===== config.mk =====
export PLATFORM = sky130hd
export DESIGN_NAME = hotkey_autorepeat_level_control_unit
export DESIGN_NICKNAME = d
export VERILOG_FILES = /design/src/sv/hkar_pkg.sv /design/src/sv/hkar_level_step.sv /design/src/sv/hotkey_autorepeat_level_control_unit.sv
export SDC_FILE = /design/constraint.sdc
export NUM_CORES = 1
export LEC_CHECK = 0
export CAP_MARGIN = 0
export CORE_ASPECT_RATIO = 1.4
export CORE_MARGIN = 2
export CORE_UTILIZATION = 50
export CTS_CLUSTER_DIAMETER = 100
export DETAILED_ROUTE_END_ITERATION = 6
export DONT_BUFFER_PORTS = 1
export PLACE_DENSITY = 0.68
export SYNTH_ARGS = -nofsm -noshare
export SYNTH_HDL_FRONTEND = slang
export SYNTH_SLANG_ARGS = --single-unit

===== constraint.sdc =====
create_clock -name clk -period 3.6 [get_ports clk]
set_input_delay 0.54 -clock clk [delete_from_list [all_inputs] [get_ports clk]]
set_output_delay 0.54 -clock clk [all_outputs]
set_load 0.01 [all_outputs]

===== src/sv/hkar_pkg.sv =====
`default_nettype none
package hkar_pkg;

    localparam int unsigned KEY_W   = 10;
    localparam int unsigned LEVEL_W = 8;
    localparam int unsigned MS_W    = 32;
    localparam int unsigned CFG_W   = 10;
    localparam int unsigned CFG_IDX_W = 3;

    localparam logic [MS_W-1:0] FIRST_DELAY_MS = 32'd300;
    localparam logic [MS_W-1:0] REPEAT_MS      = 32'd100;
    localparam logic [MS_W-1:0] STALE_GAP_MS   = 32'd1000;

    localparam logic [LEVEL_W-1:0] VOLUME_FLOOR     = 8'd0;
    localparam logic [LEVEL_W-1:0] BRIGHTNESS_FLOOR = 8'd0;

    localparam logic [LEVEL_W-1:0] VOLUME_CEILING_RST     = 8'd20;
    localparam logic [LEVEL_W-1:0] BRIGHTNESS_CEILING_RST = 8'd10;

    typedef enum logic [1:0] {
        OP_POLL_START = 2'd0,
        OP_KEY_EVENT  = 2'd1,
        OP_POLL_END   = 2'd2
    } op_t;

    typedef enum logic [CFG_IDX_W-1:0] {
        CFG_COMBO_MODE   = 3'd0,
        CFG_MODIFIER_KEY = 3'd1,
        CFG_SELECT_KEY   = 3'd2,
        CFG_UP_KEY       = 3'd3,
        CFG_DOWN_KEY     = 3'd4,
        CFG_VOL_CEILING  = 3'd5,
        CFG_BRT_CEILING  = 3'd6
    } cfg_idx_t;

    typedef enum logic [1:0] {
        TGT_NONE       = 2'd0,
        TGT_VOLUME     = 2'd1,
        TGT_BRIGHTNESS = 2'd2
    } target_t;

    // Step request for one level during a poll end
    typedef struct packed {
        logic up;
        logic down;
    } level_cmd_t;

endpackage
`default_nettype wire


===== src/sv/hkar_level_step.sv =====
`default_nettype none
module hkar_level_step
    import hkar_pkg::*;
(
    input  wire level_cmd_t         cmd,
    input  wire logic [LEVEL_W-1:0] level,
    input  wire logic [LEVEL_W-1:0] ceiling,
    input  wire logic [LEVEL_W-1:0] floor_level,
    output logic      [LEVEL_W-1:0] level_next,
    output logic                    moved
);

    logic [LEVEL_W-1:0] mid;
    logic               up_done;
    logic               down_done;

    // Up step first, then the down step sees the raised level
    always_comb
    begin
        up_done   = cmd.up && (level < ceiling);
        mid       = up_done ? level + 8'd1 : level;
        down_done = cmd.down && (mid > floor_level);
        level_next = down_done ? mid - 8'd1 : mid;
        moved     = up_done || down_done;
    end

endmodule
`default_nettype wire


===== src/sv/hotkey_autorepeat_level_control_unit.sv =====
// Result path: a poll-end transaction passes through the input register, then the
// result register; other operations give no result.
// Throughput: one transaction per cycle; a stalled result holds back only a
// following poll end waiting in the input register.
// Reset (rst_n, asynchronous, active low): levels to their floors, key state,
// timing and configuration to their defaults, both stages empty.
`default_nettype none
module hotkey_autorepeat_level_control_unit
    import hkar_pkg::*;
(
    input  wire logic                 clk,
    input  wire logic                 rst_n,
    input  wire logic                 cfg_write,
    input  wire logic [CFG_IDX_W-1:0] cfg_index,
    input  wire logic [CFG_W-1:0]     cfg_data,
    input  wire logic                 in_valid,
    output logic                      in_ready,
    input  wire logic [1:0]           operation,
    input  wire logic [KEY_W-1:0]     key_code,
    input  wire logic [1:0]           key_value,
    input  wire logic [MS_W-1:0]      time_ms,
    output logic                      out_valid,
    input  wire logic                 out_ready,
    output logic [LEVEL_W-1:0]        volume_level,
    output logic [LEVEL_W-1:0]        brightness_level,
    output logic                      volume_moved,
    output logic                      brightness_moved
);

    // configuration
    logic               combo_mode_reg;
    logic [KEY_W-1:0]   modifier_key_reg;
    logic [KEY_W-1:0]   select_key_reg;
    logic [KEY_W-1:0]   up_key_reg;
    logic [KEY_W-1:0]   down_key_reg;
    logic [LEVEL_W-1:0] vol_ceiling_reg;
    logic [LEVEL_W-1:0] brt_ceiling_reg;

    // input stage
    logic              s1_valid_reg;
    op_t               s1_op_reg;
    logic [KEY_W-1:0]  s1_code_reg;
    logic              s1_held_reg;
    logic [MS_W-1:0]   s1_time_reg;

    // block state
    logic [LEVEL_W-1:0] volume_reg, volume_next;
    logic [LEVEL_W-1:0] brightness_reg, brightness_next;
    logic               mod_held_reg, mod_held_next;
    logic               sel_held_reg, sel_held_next;
    logic               up_held_reg, up_held_next;
    logic               up_fresh_reg, up_fresh_next;
    logic [MS_W-1:0]    up_due_reg, up_due_next;
    logic               down_held_reg, down_held_next;
    logic               down_fresh_reg, down_fresh_next;
    logic [MS_W-1:0]    down_due_reg, down_due_next;
    logic [MS_W-1:0]    cur_ms_reg, cur_ms_next;
    logic [MS_W-1:0]    prev_poll_reg, prev_poll_next;
    logic               stale_reg, stale_next;

    // result stage
    logic               out_valid_reg, out_valid_next;
    logic [LEVEL_W-1:0] out_vol_reg;
    logic [LEVEL_W-1:0] out_brt_reg;
    logic               out_vmov_reg;
    logic               out_bmov_reg;

    logic               s1_is_end;
    logic               s1_advance;
    logic               in_take;
    logic [MS_W-1:0]    gap_ms;
    logic               up_go;
    logic               down_go;
    target_t            target;
    level_cmd_t         vol_cmd;
    level_cmd_t         brt_cmd;
    logic [LEVEL_W-1:0] vol_stepped;
    logic [LEVEL_W-1:0] brt_stepped;
    logic               vol_moved_c;
    logic               brt_moved_c;

    // A poll end in the input stage waits only while the result register is full and not being read
    assign s1_is_end  = s1_valid_reg && (s1_op_reg == OP_POLL_END);
    assign s1_advance = s1_valid_reg && (!s1_is_end || !out_valid_reg || out_ready);
    assign in_ready   = !s1_valid_reg || s1_advance;
    assign in_take    = in_valid && in_ready;

    always_ff @(posedge clk or negedge rst_n)
    begin
        if (!rst_n)
        begin
            combo_mode_reg   <= 1'b0;
            modifier_key_reg <= '0;
            select_key_reg   <= '0;
            up_key_reg       <= '0;
            down_key_reg     <= '0;
            vol_ceiling_reg  <= VOLUME_CEILING_RST;
            brt_ceiling_reg  <= BRIGHTNESS_CEILING_RST;
        end
        else if (cfg_write)
        begin
            unique case (cfg_idx_t'(cfg_index))
                CFG_COMBO_MODE:   combo_mode_reg   <= cfg_data[0];
                CFG_MODIFIER_KEY: modifier_key_reg <= cfg_data;
                CFG_SELECT_KEY:   select_key_reg   <= cfg_data;
                CFG_UP_KEY:       up_key_reg       <= cfg_data;
                CFG_DOWN_KEY:     down_key_reg     <= cfg_data;
                CFG_VOL_CEILING:  vol_ceiling_reg  <= cfg_data[LEVEL_W-1:0];
                CFG_BRT_CEILING:  brt_ceiling_reg  <= cfg_data[LEVEL_W-1:0];
                default:          ;
            endcase
        end
    end

    always_ff @(posedge clk or negedge rst_n)
    begin
        if (!rst_n)
        begin
            s1_valid_reg <= 1'b0;
        end
        else if (in_ready)
        begin
            s1_valid_reg <= in_valid;
        end
    end

    always_ff @(posedge clk)
    begin
        if (in_take)
        begin
            s1_op_reg   <= op_t'(operation);
            s1_code_reg <= key_code;
            s1_held_reg <= |key_value;
            s1_time_reg <= time_ms;
        end
    end

    assign gap_ms = s1_time_reg - prev_poll_reg;

    always_comb
    begin
        if (combo_mode_reg)
        begin
            target = mod_held_reg ? TGT_BRIGHTNESS : (sel_held_reg ? TGT_VOLUME : TGT_NONE);
        end
        else
        begin
            target = mod_held_reg ? TGT_BRIGHTNESS : TGT_VOLUME;
        end
    end

    // A stale poll has its key state cleared, so no step fires
    assign up_go   = !stale_reg && (up_fresh_reg || (up_held_reg && (cur_ms_reg >= up_due_reg)));
    assign down_go = !stale_reg
                     && (down_fresh_reg || (down_held_reg && (cur_ms_reg >= down_due_reg)));

    assign vol_cmd.up   = up_go && (target == TGT_VOLUME);
    assign vol_cmd.down = down_go && (target == TGT_VOLUME);
    assign brt_cmd.up   = up_go && (target == TGT_BRIGHTNESS);
    assign brt_cmd.down = down_go && (target == TGT_BRIGHTNESS);

    hkar_level_step u_vol_step (
        .cmd         (vol_cmd),
        .level       (volume_reg),
        .ceiling     (vol_ceiling_reg),
        .floor_level (VOLUME_FLOOR),
        .level_next  (vol_stepped),
        .moved       (vol_moved_c)
    );

    hkar_level_step u_brt_step (
        .cmd         (brt_cmd),
        .level       (brightness_reg),
        .ceiling     (brt_ceiling_reg),
        .floor_level (BRIGHTNESS_FLOOR),
        .level_next  (brt_stepped),
        .moved       (brt_moved_c)
    );

    always_comb
    begin
        volume_next     = volume_reg;
        brightness_next = brightness_reg;
        mod_held_next   = mod_held_reg;
        sel_held_next   = sel_held_reg;
        up_held_next    = up_held_reg;
        up_fresh_next   = up_fresh_reg;
        up_due_next     = up_due_reg;
        down_held_next  = down_held_reg;
        down_fresh_next = down_fresh_reg;
        down_due_next   = down_due_reg;
        cur_ms_next     = cur_ms_reg;
        prev_poll_next  = prev_poll_reg;
        stale_next      = stale_reg;
        if (s1_advance)
        begin
            case (s1_op_reg)
                OP_POLL_START:
                begin
                    cur_ms_next = s1_time_reg;
                    if (gap_ms > STALE_GAP_MS)
                    begin
                        stale_next = 1'b1;
                    end
                end
                OP_KEY_EVENT:
                begin
                    // first match wins: modifier, select, up, down
                    if (!stale_reg)
                    begin
                        if (s1_code_reg == modifier_key_reg)
                        begin
                            mod_held_next = s1_held_reg;
                        end
                        else if (combo_mode_reg && (s1_code_reg == select_key_reg))
                        begin
                            sel_held_next = s1_held_reg;
                        end
                        else if (s1_code_reg == up_key_reg)
                        begin
                            up_held_next  = s1_held_reg;
                            up_fresh_next = s1_held_reg;
                            if (s1_held_reg)
                            begin
                                up_due_next = cur_ms_reg + FIRST_DELAY_MS;
                            end
                        end
                        else if (s1_code_reg == down_key_reg)
                        begin
                            down_held_next  = s1_held_reg;
                            down_fresh_next = s1_held_reg;
                            if (s1_held_reg)
                            begin
                                down_due_next = cur_ms_reg + FIRST_DELAY_MS;
                            end
                        end
                    end
                end
                OP_POLL_END:
                begin
                    prev_poll_next  = cur_ms_reg;
                    stale_next      = 1'b0;
                    volume_next     = vol_stepped;
                    brightness_next = brt_stepped;
                    if (stale_reg)
                    begin
                        mod_held_next   = 1'b0;
                        sel_held_next   = 1'b0;
                        up_held_next    = 1'b0;
                        up_fresh_next   = 1'b0;
                        up_due_next     = '0;
                        down_held_next  = 1'b0;
                        down_fresh_next = 1'b0;
                        down_due_next   = '0;
                    end
                    else
                    begin
                        if (up_go)
                        begin
                            if (up_fresh_reg)
                            begin
                                up_fresh_next = 1'b0;
                            end
                            else
                            begin
                                up_due_next = up_due_reg + REPEAT_MS;
                            end
                        end
                        if (down_go)
                        begin
                            if (down_fresh_reg)
                            begin
                                down_fresh_next = 1'b0;
                            end
                            else
                            begin
                                down_due_next = down_due_reg + REPEAT_MS;
                            end
                        end
                    end
                end
                default: ;
            endcase
        end
    end

    always_ff @(posedge clk or negedge rst_n)
    begin
        if (!rst_n)
        begin
            volume_reg     <= VOLUME_FLOOR;
            brightness_reg <= BRIGHTNESS_FLOOR;
            mod_held_reg   <= 1'b0;
            sel_held_reg   <= 1'b0;
            up_held_reg    <= 1'b0;
            up_fresh_reg   <= 1'b0;
            up_due_reg     <= '0;
            down_held_reg  <= 1'b0;
            down_fresh_reg <= 1'b0;
            down_due_reg   <= '0;
            cur_ms_reg     <= '0;
            prev_poll_reg  <= '0;
            stale_reg      <= 1'b0;
        end
        else
        begin
            volume_reg     <= volume_next;
            brightness_reg <= brightness_next;
            mod_held_reg   <= mod_held_next;
            sel_held_reg   <= sel_held_next;
            up_held_reg    <= up_held_next;
            up_fresh_reg   <= up_fresh_next;
            up_due_reg     <= up_due_next;
            down_held_reg  <= down_held_next;
            down_fresh_reg <= down_fresh_next;
            down_due_reg   <= down_due_next;
            cur_ms_reg     <= cur_ms_next;
            prev_poll_reg  <= prev_poll_next;
            stale_reg      <= stale_next;
        end
    end

    always_comb
    begin
        if (s1_advance && s1_is_end)
        begin
            out_valid_next = 1'b1;
        end
        else if (out_ready)
        begin
            out_valid_next = 1'b0;
        end
        else
        begin
            out_valid_next = out_valid_reg;
        end
    end

    always_ff @(posedge clk or negedge rst_n)
    begin
        if (!rst_n)
        begin
            out_valid_reg <= 1'b0;
        end
        else
        begin
            out_valid_reg <= out_valid_next;
        end
    end

    always_ff @(posedge clk)
    begin
        if (s1_advance && s1_is_end)
        begin
            out_vol_reg  <= vol_stepped;
            out_brt_reg  <= brt_stepped;
            out_vmov_reg <= vol_moved_c;
            out_bmov_reg <= brt_moved_c;
        end
    end

    assign out_valid        = out_valid_reg;
    assign volume_level     = out_vol_reg;
    assign brightness_level = out_brt_reg;
    assign volume_moved     = out_vmov_reg;
    assign brightness_moved = out_bmov_reg;

endmodule
`default_nettype wire


==> flow_metrics.py <==
metrics = {
    "synth": {
        "synthDominantAreaCellType": "sky130_fd_sc_hd__dfrtp_1",
        "synth_seq_cells": 273,
        "share_of_the_synthesized_netlist_area_taken_by_xor_and_xnor_gates_pct": 5.71,
        "fraction_of_synthesized_area_in_multiplexers_pct": 6.65,
        "register_area_share_after_synthesis_pct": 41.6,
        "synthesis.nets": 1993,
        "postSynth.topFlopCell": "sky130_fd_sc_hd__dfrtp_1",
        "synthSimpleGateAreaFrac_pct": 15.1,
        "synth_fa_ha_area_share_pct": 8.71,
        "yosys.area.top_type_share_pct": 30.0,
        "netlist-cell-type-count": 89,
        "synthTopCellsByArea": "sky130_fd_sc_hd__dfrtp_1 30%, sky130_fd_sc_hd__edfxtp_1 11%, sky130_fd_sc_hd__ha_1 8.6%",
        "synth_enable_flop_cells": 63,
        "synth.cells.most_frequent": "206 x sky130_fd_sc_hd__dfrtp_1, 163 x sky130_fd_sc_hd__nand2_1, 161 x sky130_fd_sc_hd__o21ai_0",
        "syn-cell-area_um2": 17200,
        "synth.avg_cell_area_um2": 9.49,
        "yosysWarnings": 0,
        "postSynthCellCount": 1810,
        "synth_top_family_by_area": "compound AO/OA/AOI/OAI gates",
        "synth_compound_area_share_pct": 17.6,
        "synthMostInstantiatedCell": "sky130_fd_sc_hd__dfrtp_1",
        "fraction_of_registers_with_async_set_reset_pct": 76.9,
    },
    "worst_setup_path": {
        "crit_end": "volume_reg[1]$_DFFE_PN0P_",
        "path_max_fanout": 7,
        "cp-start-kind": "register",
        "critical_path.startpoint": "up_due_reg[29]$_DFFE_PN0P_",
        "max_stage_delay_ns": 0.59,
        "worst_path_dominant_cell_family": "simple AND/OR/NAND/NOR gates",
        "worst_r2r_startpoint": "up_due_reg[29]$_DFFE_PN0P_",
        "cell_occurring_most_often_along_the_worst_timing_path": "sky130_fd_sc_hd__ha_4",
        "critPathSlowestCell": "sky130_fd_sc_hd__or4_4",
        "critical_path.cell_chain": "inv_1, ha_4, nand4_4, or4_4, o2111ai_4, nor2_4, or3_4, and2_4, ha_4, nand3_4, nor4_4, o22ai_4, nand2_1, mux2i_2, mux2_2",
        "critPathKind": "reg2reg",
        "regToRegEndpoint": "volume_reg[1]$_DFFE_PN0P_",
        "timing.critical_path.to_type": "register",
        "arrival_time_at_the_worst_endpoint_ns": 4.16,
        "setup.reg_to_reg.worst_slack_ns": -0.08,
        "critical_path_cell_count": 15,
        "cp.buffers_inverters": 1,
        "timing.critical_path.required_ns": 4.08,
        "ff2ff_path_depth": 15,
    },
    "power": {
        "cellPowerDensity_nw_per_um2": 651,
        "power_frac_clock_pct": 25.0,
        "leakage_power_of_the_design_nw": 8.80,
        "vdd_drop_max_mv": 0.448,
        "cellInternalPower_mw": 8.50,
        "p_comb_share_pct": 42.4,
        "power_switching_mw": 5.01,
        "p_sw_share_pct": 37.1,
        "share_seq_of_total_power_pct": 32.6,
    },
    "sta": {
        "period_share_pct": 102,
        "timing.final.crit_period_ns": 3.68,
        "final_hold_viol_count": 206,
        "timing.hold.ws_ns": -0.330,
        "setup_viol": 12,
        "slew_headroom_pct": 45.8,
        "max_slew.worst_pin.slew_ns": 0.813,
        "timing_limited_maximum_frequency_mhz": 272,
        "layout_setup_ws_ns": -0.0795,
        "skew_ns": 0.0310,
        "timing_max_transition_violations_final": 0,
        "rsz0062_at_grt": "yes",
    },
    "global_route": {
        "antenna_violations_before_repair": 0,
        "global_route_met3_usage_pct": 2.96,
        "global_route.usage.met1_pct": 33.9,
        "top_usage_layer": "met2",
        "grt.total_usage_pct": 25.8,
        "wire_length_of_the_first_global_routing_pass_mm": 74.1,
        "maximum_number_of_pins_on_one_net_before_global_route_repair": 211,
        "grt_overflow": 0,
        "first_global_vias": 14200,
        "use_met2_pct": 43.8,
    },
    "clocking": {
        "clock_tree.htree_level_count": 1,
        "clockBufferDepth": 3,
        "clock-root-buffer": "sky130_fd_sc_hd__clkbuf_16",
        "numClockSinks": 273,
        "cts_made_buffers": 30,
        "clkTransAtPathRegs_ns": 0.06,
        "insertion_delay_ns": 0.60,
        "cts_tree": "yes",
    },
    "drt": {
        "initial_detailed_routing_violation_count": 1026,
        "finalWirelength_mm": 47.3,
        "drc": 0,
        "route.detailed.vias_per_inst": 5.91,
        "vias": 14400,
        "drtAntennaViolNets": 0,
        "detail_route.wl_per_cell_um": 19.4,
        "drt_pass_1_iters": 5,
    },
    "run_status": {
        "run_status": "finished with violations",
        "failed_checks": "negative hold slack, negative setup slack",
    },
    "finish": {
        "ff_latch_area_um2": 7150,
        "final.fill_count": 2758,
        "final_core_util_pct": 61.1,
        "post_route_cells_drive_above_1_share_pct": 22.4,
        "multiInputGateArea_um2": 9920,
        "num_antenna_cells": 0,
        "area_growth_syn_to_layout_pct": 20.7,
        "final_cell_area_um2": 20700,
        "number_of_nets_in_the_finished_design": 2143,
    },
    "placement": {
        "place_area_um2": 18900,
        "routabilityCongestion": 0.937,
        "placement.io_buffers": 0,
        "dpl.hpwl_mm": 34.4,
        "dpl_worst_slack_ns": -0.208,
    },
    "die": {
        "core_area_um2": 33900,
        "initial_core_util_pct": 50.6,
        "floorplan.die.width_um": 161,
        "dieHeight_um": 223,
        "ios": 84,
        "placementRows": 80,
        "die_area_um2": 35900,
    },
    "min_path": {
        "min-delay-path-class": "in2async",
    },
    "job": {
        "timing.max_cap.violations": 0,
    },
}
## cell usage in the layout, fill, tap and decap left out, types with 7 or more instances in the layout
cell type | synthesis | final
sky130_fd_sc_hd__a211oi_1 | 16 | 14
sky130_fd_sc_hd__a21o_1 | 23 | 23
sky130_fd_sc_hd__a21oi_1 | 92 | 86
sky130_fd_sc_hd__a22o_1 | 21 | 21
sky130_fd_sc_hd__a31oi_1 | 25 | 22
sky130_fd_sc_hd__a32o_1 | 7 | 7
sky130_fd_sc_hd__and2_1 | 12 | 10
sky130_fd_sc_hd__and3_1 | 30 | 30
sky130_fd_sc_hd__buf_4 | 0 | 176
sky130_fd_sc_hd__buf_6 | 0 | 10
sky130_fd_sc_hd__clkbuf_16 | 0 | 31
sky130_fd_sc_hd__dfrtp_1 | 206 | 204
sky130_fd_sc_hd__edfxtp_1 | 63 | 63
sky130_fd_sc_hd__ha_1 | 118 | 102
sky130_fd_sc_hd__ha_4 | 0 | 15
sky130_fd_sc_hd__inv_1 | 138 | 128
sky130_fd_sc_hd__inv_2 | 0 | 10
sky130_fd_sc_hd__mux2_2 | 89 | 87
sky130_fd_sc_hd__mux2i_1 | 14 | 11
sky130_fd_sc_hd__nand2_1 | 163 | 162
sky130_fd_sc_hd__nand2b_1 | 14 | 12
sky130_fd_sc_hd__nand3_1 | 55 | 51
sky130_fd_sc_hd__nand4_1 | 31 | 31
sky130_fd_sc_hd__nor2_1 | 100 | 95
sky130_fd_sc_hd__nor2b_1 | 17 | 16
sky130_fd_sc_hd__nor3_1 | 39 | 37
sky130_fd_sc_hd__nor3b_1 | 9 | 8
sky130_fd_sc_hd__nor4_1 | 17 | 13
sky130_fd_sc_hd__o211ai_1 | 10 | 10
sky130_fd_sc_hd__o21a_1 | 13 | 12
sky130_fd_sc_hd__o21ai_0 | 161 | 152
sky130_fd_sc_hd__o22ai_1 | 19 | 19
sky130_fd_sc_hd__o31a_1 | 10 | 10
sky130_fd_sc_hd__xnor2_1 | 66 | 63
sky130_fd_sc_hd__xor2_1 | 46 | 46
## how the worst min path moves through the flow
stage	startpoint	end	slack, ns	cells past startpoint
after global routing	rst_n	down_due_reg[18]$_DFFE_PN0P_	-0.37	0
after detailed placement	rst_n	up_due_reg[9]$_DFFE_PN0P_	0.26	0
after CTS	rst_n	volume_reg[2]$_DFFE_PN0P_	-0.37	0
final	rst_n	up_due_reg[9]$_DFFE_PN0P_	-0.33	0
after global placement	rst_n	up_due_reg[9]$_DFFE_PN0P_	0.26	0
after floorplan	rst_n	brightness_reg[0]$_DFFE_PN0P_	0.24	0
## worst register-to-register path: stages, from the launching register on
cell	delay, ns
sky130_fd_sc_hd__dfrtp_1	0.36
sky130_fd_sc_hd__inv_1	0.08
sky130_fd_sc_hd__ha_4	0.29
sky130_fd_sc_hd__nand4_4	0.11
sky130_fd_sc_hd__or4_4	0.59
sky130_fd_sc_hd__o2111ai_4	0.30
sky130_fd_sc_hd__nor2_4	0.07
sky130_fd_sc_hd__or3_4	0.40
sky130_fd_sc_hd__and2_4	0.16
sky130_fd_sc_hd__ha_4	0.17
sky130_fd_sc_hd__nand3_4	0.06
sky130_fd_sc_hd__nor4_4	0.06
sky130_fd_sc_hd__o22ai_4	0.29
sky130_fd_sc_hd__nand2_1	0.18
sky130_fd_sc_hd__mux2i_2	0.19
sky130_fd_sc_hd__mux2_2	0.26
## per-stage QoR
| stage | cells | power (mW) | setup TNS (ns) | hold slack [ns] |
|---|---|---|---|---|
| floorplan | 1810 | 7.75 | -0.0747 | 0.244 |
| global placement | 2362 | 9.47 | -1.30 | 0.260 |
| detailed placement | 2362 | 9.61 | -2.69 | 0.262 |
| CTS | 2422 | 13.2 | -0.161 | -0.370 |
| global route | 2435 | 14.4 | -3.39 | -0.372 |
| finish | 2435 | 13.5 | -0.532 | -0.330 |
## final cells by class
class                           instances  area share (%)
Clock inverter                         17            1.15
Inverter                              138            2.50
Tap cell                              451            2.72
Sequential cell                       273            34.5
Timing Repair Buffer                  189            7.21
Multi-Input combinational cell       1328            47.8
Clock buffer                           39            4.08
## power by group through the flow
| stage | registers (mW) | logic, mW | clock network [mW] |
|---|---|---|---|
| final | 4.41 | 5.72 | 3.37 |
| after global routing | 4.49 | 6.32 | 3.56 |
| after CTS | 4.39 | 5.35 | 3.44 |
| after detailed placement | 4.43 | 5.18 | 0 |
| after global placement | 4.41 | 5.06 | 0 |
| after floorplan | 4.39 | 3.36 | 0 |
## what timing repair did
item                                   CTS  global route
setup endpoints to repair               25            35
endpoints found under the hold margin  210           210
setup buffers                            4            13
resized for setup                       33            83
pin swaps                               24            42
## logic make-up (layout without fill, tap and decap cells)
logic type / Yosys count / in the layout
AND/OR/NAND/NOR: 526 / 526
AO/OA/AOI/OAI: 468 / 468
flip-flops: 273 / 273
buffers and inverters: 209 / 383
adder cells (fa/ha/maj): 119 / 119
XOR/XNOR: 112 / 112
multiplexers: 103 / 103
## layer usage
metal / share of wire (%) / up-vias
met3: 5.1 / 100
met5: 0 / -
li1: - / 6863
met1: 43 / 6983
met2: 48 / 447
met4: 3.6 / 0
Note: power is estimated with default switching activity, not from simulation.
